### src/abt_pkg.sv
package abt_pkg;

  localparam int MAX_DIM_DEF = 1024;
  localparam int IDX_W       = 20;
  localparam int VEL_W       = 16;
  localparam int TS_W        = 16;
  localparam int CFG_W       = 11;
  localparam int CFG_DATA_W  = 16;
  localparam int CFG_IDX_W   = 2;
  localparam int COORD_W     = 10;
  localparam int FRAC_W      = 16;
  localparam int WGT_W       = 17;
  localparam int ND_W        = VEL_W + TS_W + 1;
  localparam int SHIFT_W     = ND_W - 20;
  localparam int IN_DATA_W   = 56;
  localparam int OUT_DATA_W  = 112;

  localparam logic [CFG_IDX_W-1:0] REG_GRID_WIDTH  = 2'd0;
  localparam logic [CFG_IDX_W-1:0] REG_GRID_HEIGHT = 2'd1;
  localparam logic [CFG_IDX_W-1:0] REG_TIME_STEP   = 2'd2;

  localparam logic [CFG_W-1:0] RST_GRID_DIM  = 11'd64;
  localparam logic [TS_W-1:0]  RST_TIME_STEP = 16'd4096;

  // item handed from the front to the back: index and negated displacements (Q.20)
  typedef struct packed {
    logic [IDX_W-1:0]       idx;
    logic signed [ND_W-1:0] nd_x;
    logic signed [ND_W-1:0] nd_y;
  } abt_item_t;

  function automatic int clamp_dim(input logic [CFG_W-1:0] d, input int maxd);
    int v;
    v = int'(d);
    if (v < 2) begin
      return 2;
    end
    if (v > maxd) begin
      return maxd;
    end
    return v;
  endfunction

endpackage

### src/abt_front.sv
module abt_front
  import abt_pkg::*;
(
  input  logic                  clk,
  input  logic                  rst,
  input  logic                  in_valid,
  output logic                  in_ready,
  input  logic [IDX_W-1:0]      in_idx,
  input  logic signed [VEL_W-1:0] in_vel_x,
  input  logic signed [VEL_W-1:0] in_vel_y,
  input  logic [TS_W-1:0]       time_step,
  output logic                  push_valid,
  input  logic                  push_ready,
  output abt_item_t             push_item
);

  logic      vld;
  abt_item_t item;
  logic signed [ND_W-1:0] prod_x;
  logic signed [ND_W-1:0] prod_y;

  assign in_ready   = !vld || push_ready;
  assign push_valid = vld;
  assign push_item  = item;

  assign prod_x = ND_W'(in_vel_x * $signed({1'b0, time_step}));
  assign prod_y = ND_W'(in_vel_y * $signed({1'b0, time_step}));

  always_ff @(posedge clk) begin
    if (rst) begin
      vld <= 1'b0;
    end else if (in_ready) begin
      vld <= in_valid;
    end
  end

  always_ff @(posedge clk) begin
    if (in_ready && in_valid) begin
      item.idx  <= in_idx;
      item.nd_x <= -prod_x;
      item.nd_y <= -prod_y;
    end
  end

endmodule

### config.mk
export PLATFORM = sky130hd
export DESIGN_NAME = abt_front
export DESIGN_NICKNAME = d
export VERILOG_FILES = /design/src/abt_pkg.sv /design/src/abt_front.sv
export SDC_FILE = /design/constraint.sdc
export NUM_CORES = 1
export LEC_CHECK = 0
export BUFFER_PORTS_ARGS = -buffer_cell sky130_fd_sc_hd__buf_2
export CORE_UTILIZATION = 35
export DETAILED_ROUTE_END_ITERATION = 10
export HOLD_SLACK_MARGIN = 0.02
export SETUP_SLACK_MARGIN = 0.2
export SLEW_MARGIN = 5
export SYNTH_ARGS = -nofsm -noshare
export SYNTH_HDL_FRONTEND = slang
export SYNTH_SLANG_ARGS = --single-unit
### constraint.sdc
create_clock -name clk -period 15.2 [get_ports clk]
set_input_delay 1.52 -clock clk [delete_from_list [all_inputs] [get_ports clk]]
set_output_delay 1.52 -clock clk [all_outputs]
set_load 0.01 [all_outputs]
==> results list <==
- In the layout the commonest cells are inv_1, fa_1, and2_1, ha_1, nand2_1.
- Count of clock tree sinks: 87
* Maximum number of pins on one net before global-route repair: 53
* Count of flip-flops with a built-in enable after synthesis: 86
- Synthesis produced a netlist whose cell count is 2447.
* # hold bufs at CTS: 0
- The setup path with the least slack is of type primary input to flip-flop.
- The H-tree generated during clock tree synthesis spans 3 levels.
- In this run, CTS created clock tree buffers numbering 9.
* Leftover overflow at the end of global routing: 0
- The critical path ends at push_item[65].
- The initial utilization of the core area, before any placement, comes to 35.67%.
* Clk buf depth: 2
* Clock Skews: 6.923 ps
- The via count of the first global-routing pass is 17690.
- Die height: 253.7 um
- In the routed design, unresolved DRC markers number 0.
- For the final routed database, the setup TNS stands at 0 ps.
- The number of hold-slack violations in the final timing report came to 0.
* Actual transition at the worst max-transition pin: 867.2 ps
- For this design the top-level I/O count stands at 160.
* Min Clock Period, post-route: 7458 ps
* Reg2reg start: push_valid
* Count of yosys warnings during synthesis: 0
- TritonCTS built the clock tree.
* Crit Path Max Fanout: 32
- Row generation in the floorplan step produced 91 rows.
- Slowest Stage Delay on Critical Path: 560 ps
- Yosys reg bits: 87
- DRT antenna net count: 0
- Period Utilization, post-route: 49.06%
* Sequential area share after synthesis: 11.73%
* Synthesized cell area: 22180 um2
- Worst setup path startpoint: time_step[12]
- The library cell used most frequently in the layout, excluding fill and tap cells, is inv_1.
- Run status: finished, final reports clean
- Last weighted congestion value of the routability-driven placer: 0.9127
- Overall via count from detail_route: 16320
- Worst min-delay path category: flip-flop to flip-flop
* Critical path data arrival time: 7600 ps
- Fin nets: 3258
- Cell mode on critical path: fa_1
- 0 antenna diodes ended up in the layout.
* Synthesis-to-layout area growth: 8.164%
- Setup violations remaining at the end of the flow were counted as 0.
* Flop2flop setup slack: 13160 ps
* Standard cell core area: 62170 um2
- After synthesis, the mean cell area works out to 9.063 um2.
* Antenna violations before repair: 5
* Timing-limited maximum frequency: 134.1 MHz
- In this run the clock root is driven by a clkbuf_16.
- CTS clock-pin slew for the worst setup and hold paths: 70 ps
- The final layout contains routed wiring with a total length of 51.76 mm.
- Half-perimeter wire length after placement: 41.97 mm
- In this run, distinct cell masters in the synthesized netlist total 65.
- Across the run, the number of max-cap violations was 0.
- The slowest stage of the critical path belongs to the cell buf_2.
- Buffers added to address setup during post-CTS repair amount to 0.
- The die is 253.7 um wide.
- The endpoint identified for the worst register-to-register timing path is push_item[28].
- The most used flip-flop cell after synthesis is edfxtp_1.
* First-pass GRT wire length: 87.71 mm
- STA classifies the critical path startpoint as a primary input.
- The number of pins with negative max-slew slack in the final report is 0.
- Total iterations of the first detailed-routing run: 8
- The die covers 64370 um2.
- Global routing consumed, over all layers together, 17.18% of the routing resources.
- The first routing iteration left 659 violations.
- Clock latency on the worst-skew pair, taken at its later pin, is 390 ps.
- STA classifies the critical path endpoint as a flip-flop.
- The post-route netlist has 7.570% of its cells at a drive strength greater than 1.
- Synthesis produced a netlist with a net count of 3187.
* Number of cells on the worst reg-to-reg path: 3
- Counting flops with an async set or reset pin after synthesis yields a share of 0%.
- After detailed routing, the average wire length per cell comes to 15.41 um.
- Traced cell by cell, the critical path runs through buf_2 -> and2_1 -> fa_1 -> fa_1 -> fa_1 -> inv_1 -> fa_1 -> fa_1 -> inv_1 -> fa_1 -> inv_1 -> ha_1 -> a21oi_1 -> o21ai_0 -> a221o_1 -> a31oi_1 -> nand2_1 -> a211o_1.
- Setup repair after global routing left no endpoint under its margin.
- Dividing the detail-routed via count by the number of cells gives 4.856.
- Required @ worst endpoint: 15350 ps
* Post-cts resize count: 0
- Port-buffer cells: 159
* Worst slew margin relative to its limit: 41.65%
-- through the flow --
| stage | utilization (%) | setup WS, ps | hold WS (ps) | area (um2) | std cells |
|---|---|---|---|---|---|
| after floorplan | - | 8309 | 593.0 | 22180 | 2447 |
| after global placement | 38.06 | 7497 | 490.7 | 23660 | 3344 |
| after detailed placement | 38.06 | 7355 | 521.5 | 23660 | 3344 |
| after CTS | 38.59 | 7779 | 529.5 | 23990 | 3360 |
| after global routing | 38.59 | 7476 | 559.1 | 23990 | 3360 |
| final | 38.59 | 7742 | 530.2 | 23990 | 3360 |
-- routing by layer --
metal	global-route usage [%]	up-vias	share of wire, %
met1	21.94	8405	43
met3	2.878	54	5.0
met5	0	-	0.12
li1	-	7490	-
met4	3.855	10	1.6
met2	30.22	356	50
-- cells in the mapped netlist, types with 5 or more instances --
| library cell | instances | area [um2] |
|---|---|---|
| a311oi_1 | 5 | 43.79 |
| nor2b_1 | 34 | 212.7 |
| xor2_1 | 16 | 140.1 |
| clkbuf_1 | 100 | 375.4 |
| xnor2_1 | 40 | 350.3 |
| o21a_1 | 10 | 75.07 |
| and2_1 | 277 | 1733 |
| nand2b_1 | 9 | 56.30 |
| o21ai_0 | 18 | 90.09 |
| and4_1 | 6 | 52.55 |
| inv_1 | 647 | 2429 |
| o31ai_1 | 5 | 37.54 |
| or3_1 | 5 | 31.28 |
| a21o_1 | 22 | 165.2 |
| a31oi_1 | 6 | 37.54 |
| o211ai_1 | 8 | 60.06 |
| nand2_1 | 262 | 983.4 |
| o2111ai_1 | 5 | 43.79 |
| nor2_1 | 38 | 142.6 |
| o21ai_1 | 12 | 60.06 |
| a21oi_1 | 60 | 300.3 |
| nor3_1 | 8 | 40.04 |
| ha_1 | 266 | 3328 |
| a211oi_1 | 7 | 52.55 |
| and3_1 | 5 | 31.28 |
| fa_1 | 402 | 8048 |
| edfxtp_1 | 86 | 2582 |
| nand4_1 | 12 | 75.07 |
| nand3_1 | 22 | 110.1 |
-- logic make-up (layout without fill, tap and decap cells) --
logic type	after synthesis	in the layout	share of synthesized area (%)
AOI/OAI and AO/OA	193	193	5.811
and+or+nand+nor	692	692	16.17
adders and majority gates	668	668	51.29
muxes	2	2	0.09027
xor gates and xnor gates	56	56	2.212
buffers and inverters	749	825	12.69
DFF	87	87	11.73
-- state kept, by name, indices dropped and copies added, names as in the netlist --
register / cells
push_item: 86
push_valid: 1
-- final cells by class --
cell class,instances,area [um2]
tap,837,1047
inverter,647,2429
multi-input combinational,1611,16760
timing repair buffer,162,818.3
clock buffer,9,225.2
fill,6447,38180
sequential,87,2603
clock inverter,7,102.6
-- critical path, delay by kind of cell --
| kind | cells | cell delay [ps] |
|---|---|---|
| buffers and inverters | 4 | 700 |
| adders and majority gates | 7 | 3290 |
| AOI/OAI and AO/OA | 5 | 1630 |
| and+or+nand+nor | 2 | 440 |
-- worst min path at each step --
stage / startpoint / endpoint / slack, ps / cells after the start
after floorplan: push_valid / push_valid / 590 / 2
after global placement: push_valid / push_valid / 490 / 2
after detailed placement: push_valid / push_valid / 520 / 2
after CTS: push_valid / push_valid / 530 / 2
after global routing: push_valid / push_valid / 560 / 2
final: push_valid / push_valid / 530 / 2
Power is not shown: default switching activity piles up to over one toggle a cycle in this logic, so the estimate is an artifact.
