--- src/abt_pkg.sv ---
package abt_pkg;

  localparam int MAX_DIM_DEF = 1024;
  localparam int IDX_W       = 20;
  localparam int VEL_W       = 16;
  localparam int TS_W        = 16;
  localparam int CFG_W       = 11;
  localparam int CFG_DATA_W  = 16;
  localparam int CFG_IDX_W   = 2;
  localparam int COORD_W     = 10;
  localparam int FRAC_W      = 16;
  localparam int WGT_W       = 17;
  localparam int ND_W        = VEL_W + TS_W + 1;
  localparam int SHIFT_W     = ND_W - 20;
  localparam int IN_DATA_W   = 56;
  localparam int OUT_DATA_W  = 112;

  localparam logic [CFG_IDX_W-1:0] REG_GRID_WIDTH  = 2'd0;
  localparam logic [CFG_IDX_W-1:0] REG_GRID_HEIGHT = 2'd1;
  localparam logic [CFG_IDX_W-1:0] REG_TIME_STEP   = 2'd2;

  localparam logic [CFG_W-1:0] RST_GRID_DIM  = 11'd64;
  localparam logic [TS_W-1:0]  RST_TIME_STEP = 16'd4096;

  // item handed from the front to the back: index and negated displacements (Q.20)
  typedef struct packed {
    logic [IDX_W-1:0]       idx;
    logic signed [ND_W-1:0] nd_x;
    logic signed [ND_W-1:0] nd_y;
  } abt_item_t;

  function automatic int clamp_dim(input logic [CFG_W-1:0] d, input int maxd);
    int v;
    v = int'(d);
    if (v < 2) begin
      return 2;
    end
    if (v > maxd) begin
      return maxd;
    end
    return v;
  endfunction

endpackage

--- src/abt_queue.sv ---
module abt_queue
  import abt_pkg::*;
#(
  parameter int DEPTH = 4
) (
  input  logic      clk,
  input  logic      rst,
  input  logic      push_valid,
  output logic      push_ready,
  input  abt_item_t push_item,
  output logic      pop_valid,
  input  logic      pop_ready,
  output abt_item_t pop_item
);

  localparam int PW = (DEPTH > 1) ? $clog2(DEPTH) : 1;

  abt_item_t       mem [DEPTH];
  logic [PW-1:0]   wr_ptr;
  logic [PW-1:0]   rd_ptr;
  logic [PW:0]     count;
  logic            do_push;
  logic            do_pop;

  assign push_ready = count != (PW+1)'(DEPTH);
  assign pop_valid  = count != '0;
  assign pop_item   = mem[rd_ptr];
  assign do_push    = push_valid && push_ready;
  assign do_pop     = pop_valid && pop_ready;

  always_ff @(posedge clk) begin
    if (rst) begin
      wr_ptr <= '0;
      rd_ptr <= '0;
      count  <= '0;
    end else begin
      if (do_push) begin
        wr_ptr <= (wr_ptr == PW'(DEPTH - 1)) ? '0 : wr_ptr + 1'b1;
      end
      if (do_pop) begin
        rd_ptr <= (rd_ptr == PW'(DEPTH - 1)) ? '0 : rd_ptr + 1'b1;
      end
      count <= count + (PW+1)'(do_push) - (PW+1)'(do_pop);
    end
  end

  always_ff @(posedge clk) begin
    if (do_push) begin
      mem[wr_ptr] <= push_item;
    end
  end

  a_count_bound: assert property (@(posedge clk) disable iff (rst)
    count <= (PW+1)'(DEPTH))
    else $error("queue count beyond depth");

  a_count_track: assert property (@(posedge clk) disable iff (rst)
    (do_push && !do_pop) |=> count == $past(count) + 1'b1)
    else $error("queue count missed a push");

  a_pop_empty: assert property (@(posedge clk) disable iff (rst)
    count == '0 |-> !do_pop)
    else $error("pop from empty queue");

endmodule

--- config.mk ---
export PLATFORM = sky130hd
export DESIGN_NAME = abt_queue
export DESIGN_NICKNAME = d
export VERILOG_FILES = /design/src/abt_pkg.sv /design/src/abt_queue.sv
export SDC_FILE = /design/constraint.sdc
export NUM_CORES = 1
export LEC_CHECK = 0
export BUFFER_PORTS_ARGS = -buffer_cell sky130_fd_sc_hd__buf_4
export CAP_MARGIN = 0
export CORE_ASPECT_RATIO = 1.2
export CORE_MARGIN = 1.5
export CORE_UTILIZATION = 50
export CTS_BUF_LIST = sky130_fd_sc_hd__clkbuf_4 sky130_fd_sc_hd__clkbuf_8
export DETAILED_ROUTE_END_ITERATION = 8
export PLACE_DENSITY = 0.74
export SYNTH_ARGS = -nofsm -noshare
export SYNTH_HDL_FRONTEND = slang
export SYNTH_SLANG_ARGS = --single-unit
--- constraint.sdc ---
create_clock -name clk -period 2.3 [get_ports clk]
set_input_delay 0.345 -clock clk [delete_from_list [all_inputs] [get_ports clk]]
set_output_delay 0.345 -clock clk [all_outputs]
set_load 0.01 [all_outputs]
==> results_dict.tcl, run 1 <==
set metrics [dict create \
    outcome "finished with violations" \
    violations "setup timing" \
    layout.nets 929 \
    grt.overflow.total 0 \
    power_frac_seq 0.461 \
    numCtsBuffers 53 \
    synth.mux.area_fraction 0.152 \
    crit_chain "bufbuf_16 > mux4_2 > buf_4" \
    dr.pass1.iters 4 \
    cts_tree "built" \
    nFillCells 1588 \
    ys_ff_latch 353 \
    grt_pass1_wl_um 38500 \
    cp_top_family "multiplexers" \
    rows 64 \
    ant_nets 0 \
    clock-sinks 353 \
    vias_per_cell 5.33 \
    area_delta_synth_final_pct 32.2 \
    clockBufferDepth 3 \
    yosys_warnings 0 \
    max_slew_margin 0.598 \
    first_iter_violations 403 \
    drt-total-wl_um 26300 \
    grt_pass1_vias 7019 \
    drc 0 \
    fin_crit_ns 2.32 \
    required_ns 1.96 \
    synth_compound_area_frac 0.00233 \
    path_buf_inv 2 \
    antenna_found_initial 3 \
    p_int_mw 13.0 \
    powerDensity_nw_per_um2 1040 \
    postSynthCellCount 499 \
    avgSynthCellArea_um2 25.8 \
    skew_ns 0.0162 \
    clk_latency_ns 0.57 \
    rr_worst_depth 10 \
    dp_hpwl_um 15400 \
    cp-end-kind "primary output" \
    path_clk_slew_ns 0.06 \
    max_cap_viol_count 0 \
    rsz0062_at_grt "true" \
    gp_congestion 0.744 \
    synth_cell_types 26 \
    holdCritPathClass "in -> reg" \
    synth_area_leaders "edfxtp_1, mux4_2, dfxtp_1" \
    synth_fa_ha_area_frac 0.00836 \
    hold_violations 0 \
    gr-usage-all-layers 0.196 \
    p_leak_nw 5.85 \
    min_path_cells 3 \
    htree_levels 2 \
    swShare 0.263 \
    dp.cells 1006 \
    die_area_um2 26700 \
    yosysTopAreaCell "edfxtp_1" \
    crit_path_max_incr_delay_ns 0.53 \
    setup_viol 17 \
    syn_nets 597 \
    setup_ws_ns -0.0249 \
    power.clock.fraction 0.262 \
    netlist_area_um2 12900 \
    r2r_end "count[2]" \
    drive_gt1_frac 0.455 \
    synth_xor_area_frac 0.000680 \
    crit_type "reg -> out" \
    num_vias 6421 \
    crit_arrival_ns 1.98 \
    io_buffer_count 177 \
    hold_end "wr_ptr[0]" \
    yosysTopAreaCellShare 0.802 \
    fmax_mhz 430 \
    regToRegSetupSlack_ns 0.05 \
    synth_top_family_by_area "multiplexers" \
    vdd_drop_max_uv 656 \
    start_util 0.507 \
    die_y_um 179 \
    start_kind "register" \
    fin_hold_ws_ns 0.172 \
    worst_path_max_delay_cell "mux4_2" \
    max_slew.worst_pin.slew_ns 0.603 \
    clk_root_buffer_cell "clkbuf_8" \
    die_w_um 149 \
    hp-start "push_valid" \
    instances_no_fill 1204 \
    grt_start_max_net_pins 55 \
    coreArea_um2 25400 \
    switching_power_mw 4.64 \
    rr_startpoint "count[2]" \
    yosysSeqAreaShare 0.816 \
    synth_simple_gate_area_frac 0.00845 \
    period_share 1.01 \
    drv_slew 0 \
    power_frac_comb 0.277 \
    critPathMaxFanout 15 \
    wl_per_cell_um 21.8 \
    ioPinCount 178 \
]
[registers in the layout (all words and copies together) (netlist names), named ones only]
signal,flops
count,3
mem,344
rd_ptr,2
wr_ptr,2
[routing by layer]
| layer | routed length (um) | GRT usage | up-vias |
|---|---|---|---|
| li1 | - | - | 2820 |
| met1 | 10100 | 0.230 | 3332 |
| met2 | 14200 | 0.354 | 207 |
| met3 | 1240 | 0.0394 | 62 |
| met4 | 742 | 0.0722 | 0 |
| met5 | 0 | 0 | - |
[worst register-to-register path: cells and delay by family, from the launching register on]
kind	cells	cell delay, ns
xor+xnor	1	0.19
simple gates	4	0.80
flops	1	0.38
buf+inv	2	0.10
fa+ha+maj	3	0.72
[power groups by stage]
stage          registers, mW  clock network [mW]  logic (mW)
3_5_place_dp            8.27                   0        4.18
5_1_grt                 8.18                4.99        5.21
2_1_floorplan           8.15                   0        2.36
6_report                8.12                4.62        4.89
3_3_place_gp            8.19                   0        4.09
4_1_cts                 8.11                4.72        4.70
[cell usage in the layout, fill, tap and decap left out, types with 4 or more instances in the layout]
master         count
buf_4            168
clkinv_2           6
clkbuf_8          53
mux4_2            86
diode_2            4
dfxtp_1            4
buf_6             28
and3_4             4
buf_12             9
ha_1               5
clkbuf_4          14
edfxtp_1         344
dlygate4sd3_1     87
clkinv_1          18
dfxtp_4            5
[through the flow]
stage	power (mW)	util	cell area, um^2	setup TNS [ns]	worst slack (ns)
2_1_floorplan	10.5	-	12900	0	0.00386
3_3_place_gp	12.3	0.582	14800	0	0.103
3_5_place_dp	12.4	0.582	14800	-0.0504	-0.0504
4_1_cts	17.5	0.663	16800	-3.47	-0.0783
5_1_grt	18.4	0.670	17000	-5.36	-0.0973
6_report	17.6	0.671	17000	-0.158	-0.0249
[cells by family after synthesis]
family	Yosys count
multiplexers	88
flip-flops	353
AND/OR/NAND/NOR	18
AO/OA/AOI/OAI	4
adder cells (fa/ha/maj)	8
buffers and inverters	27
XOR/XNOR	1
[final cells by class]
| cell class | instances | area, um^2 | area share |
|---|---|---|---|
| diodes | 4 | 10.0 | 0.000588 |
| well taps | 330 | 413 | 0.0243 |
| repair buffers | 299 | 2810 | 0.165 |
| clock inverters | 27 | 125 | 0.00735 |
| flip-flops and latches | 353 | 10500 | 0.619 |
| inverters | 5 | 18.8 | 0.00110 |
| clock buffers | 67 | 835 | 0.0490 |
| multi-input cells | 119 | 2280 | 0.134 |
[how the worst max path moves through the flow]
| stage | startpoint | to | depth (start not counted) |
|---|---|---|---|
| final | register | pop_item[9] | 3 |
| after global routing | register | pop_item[19] | 3 |
| after CTS | register | pop_item[9] | 3 |
| after detailed placement | count[2] | count[2] | 10 |
| after global placement | count[1] | count[2] | 10 |
| after floorplan | count[1] | count[2] | 11 |
[timing repair]
item / 4_1_cts / 5_1_grt
cloned: 3 / 2
endpoints found under the setup margin: 79 / 87
pin swaps: 0 / 6
endpoints found under the hold margin: 348 / 0
gates resized for setup: 28 / 28
buffers inserted: 4 / 4
hold buffers: 87 / 0
[synthesized netlist by cell type (all sizes together)]
master	instances
and3	4
xor2	1
nor2	3
inv	5
a211o	1
ha	7
nand2b	2
mux4	86
nand2	2
or3b	1
buf	15
o21ai	1
nor3	1
edfxtp	344
o31ai	1
or3	3
fa	1
a21oi	1
nor2b	1
and2	1
dfxtp	9
clkbuf	7
mux2i	2
Power figures use the tool's default switching activity.
==> run 2, diff against run 1 <==
Settings changed: CORE_UTILIZATION 50 to 25, PLACE_DENSITY 0.74 to unset.
==> run 2 against run 1 <==
  * The flow still finishes with violations (setup timing)
  * Design area up 6.4%
  * Non-clock buffer count rose by 7
  * First-iteration DRC count down 32%
  * Global-route usage fell by 8.5 points
  * Total power increased by 11%
  * Routed wire length grew 12%
  * Via count shrank 0.51%
  * Final cell count rose by 27%
  * Critical endpoint is now pop_item[45]
  * Largest cell class unchanged
==> results_dict.tcl, run 2 (synthesized netlist as in run 1, its figures left out) <==
set metrics [dict create \
    cp_top_family "buffers and inverters" \
    htree_levels 2 \
    rows 90 \
    io_buffer_count 177 \
    vias_per_cell 4.17 \
    crit_arrival_ns 2.09 \
    largest_registers "mem (344), count (3)" \
    fin_crit_ns 2.43 \
    layout_common_cells "edfxtp_1, buf_4, dlygate4sd3_1, mux4_2, buf_6" \
    power.total_mw 19.6 \
    hold_violations 0 \
    drive_gt1_frac 0.467 \
    met2_length_um 15100 \
    coreArea_um2 50600 \
    gp_congestion 0.677 \
    area_delta_synth_final_pct 40.7 \
    grt.overflow.total 0 \
    clockBufferDepth 3 \
    grt_pass1_wl_um 43000 \
    drv_slew 0 \
    first_iter_violations 276 \
    crit_type "reg -> out" \
    gr-usage-all-layers 0.111 \
    num_antenna_cells 0 \
    setup_ws_ns -0.131 \
    die_area_um2 52900 \
    multi_input_area_um2 2240 \
    start_util 0.255 \
    final_common_cell "edfxtp_1" \
    crit_top_cell "buf_12" \
    powerDensity_nw_per_um2 1080 \
    start_kind "register" \
    crit_path_max_incr_delay_ns 0.51 \
    critPathMaxFanout 6 \
    grt_pass1_vias 7159 \
    required_ns 1.96 \
    layout.nets 941 \
    drt-total-wl_um 29300 \
    numCtsBuffers 58 \
    clk_root_buffer_cell "clkbuf_8" \
    grt_start_max_net_pins 49 \
    path_buf_inv 4 \
    period_share 1.06 \
    drt-met1-wl_um 11600 \
    clock-sinks 353 \
    ant_nets 0 \
    path_clk_slew_ns 0.05 \
    violations "setup timing" \
    skew_ns 0.0271 \
    setup_viol 80 \
    max_slew_margin 0.561 \
    dr.pass1.iters 6 \
    tns_ns -7.14 \
    max_cap_viol_count 0 \
    max_slew.worst_pin.slew_ns 0.658 \
    p_leak_nw 6.17 \
    die_w_um 210 \
    dp_hpwl_um 15700 \
    pre_cts_slack_ns 0.0390 \
    die_y_um 252 \
    num_vias 6388 \
    cp-end-kind "primary output" \
    routed.top_layer "met5" \
    clk_latency_ns 0.63 \
    crit_chain "buf_12 > buf_12 > clkbuf_16 > mux4_2 > buf_6" \
    regMostFlops "mem" \
    worst_path_max_delay_cell "mux4_2" \
    nFillCells 4642 \
    vdd_drop_max_uv 735 \
    ioPinCount 178 \
    fin_hold_ws_ns 0.189 \
    outcome "finished with violations" \
    drc 0 \
    regToRegSetupSlack_ns 0.12 \
    wl_per_cell_um 19.1 \
    fmax_mhz 411 \
    register_area_um2 10500 \
    cts_tree "built" \
    rsz0062_at_grt "true" \
    largest_reg_flops 344 \
    wl_met3_um 2060 \
    antenna_found_initial 2 \
    holdCritPathClass "in -> reg" \
]
-- run 2: what timing repair did --
action,4_1_cts,5_1_grt
resized for setup,68,21
gates cloned,10,3
hold buffers,88,0
buffers inserted,5,5
setup endpoints to repair,86,87
endpoints found under the hold margin,353,0
-- run 2: where the power goes --
| group | switching [mW] | total (mW) | leakage, nW | internal, mW |
|---|---|---|---|---|
| clock network | 2.48 | 5.91 | 0.660 | 3.43 |
| logic | 2.39 | 5.57 | 2.28 | 3.18 |
| registers | 0.195 | 8.09 | 3.23 | 7.90 |
| total | 5.06 | 19.6 | 6.17 | 14.5 |
-- run 2: worst min-delay path, cell delays in order --
cell and delay (ns):
buf_4 0.09, o31ai_2 0.06, buf_4 0.14, nand2_1 0.06, a21oi_1 0.07
-- run 2: area by class of cell --
type / instances / area share
Timing Repair Buffer: 306 / 0.180
Sequential cell: 353 / 0.581
Tap cell: 644 / 0.0445
Clock inverter: 32 / 0.0187
Clock buffer: 74 / 0.0510
Inverter: 5 / 0.00104
Multi-Input combinational cell: 119 / 0.124
-- run 2: final timing paths --
| check | start | endpoint | cells past startpoint |
|---|---|---|---|
| hold / removal | pop_ready | register | 5 |
| hold reg to reg | rd_ptr[0] | register | 2 |
| setup reg to reg | count[1] | count[2] | 10 |
| setup / recovery | register | pop_item[45] | 5 |
-- run 2: metal layers --
metal  vias to the layer above  track usage
met5                         -            0
met4                         4       0.0360
met3                        38       0.0367
met2                       192        0.191
met1                      3305        0.130
li1                       2849            -
-- run 2: per-stage QoR --
step / std cells / cell area [um^2] / utilization
global placement: 1316 / 15200 / 0.300
floorplan: 499 / 12900 / -
finish: 1533 / 18100 / 0.358
global route: 1533 / 18100 / 0.358
detailed placement: 1316 / 15200 / 0.300
CTS: 1525 / 17900 / 0.354
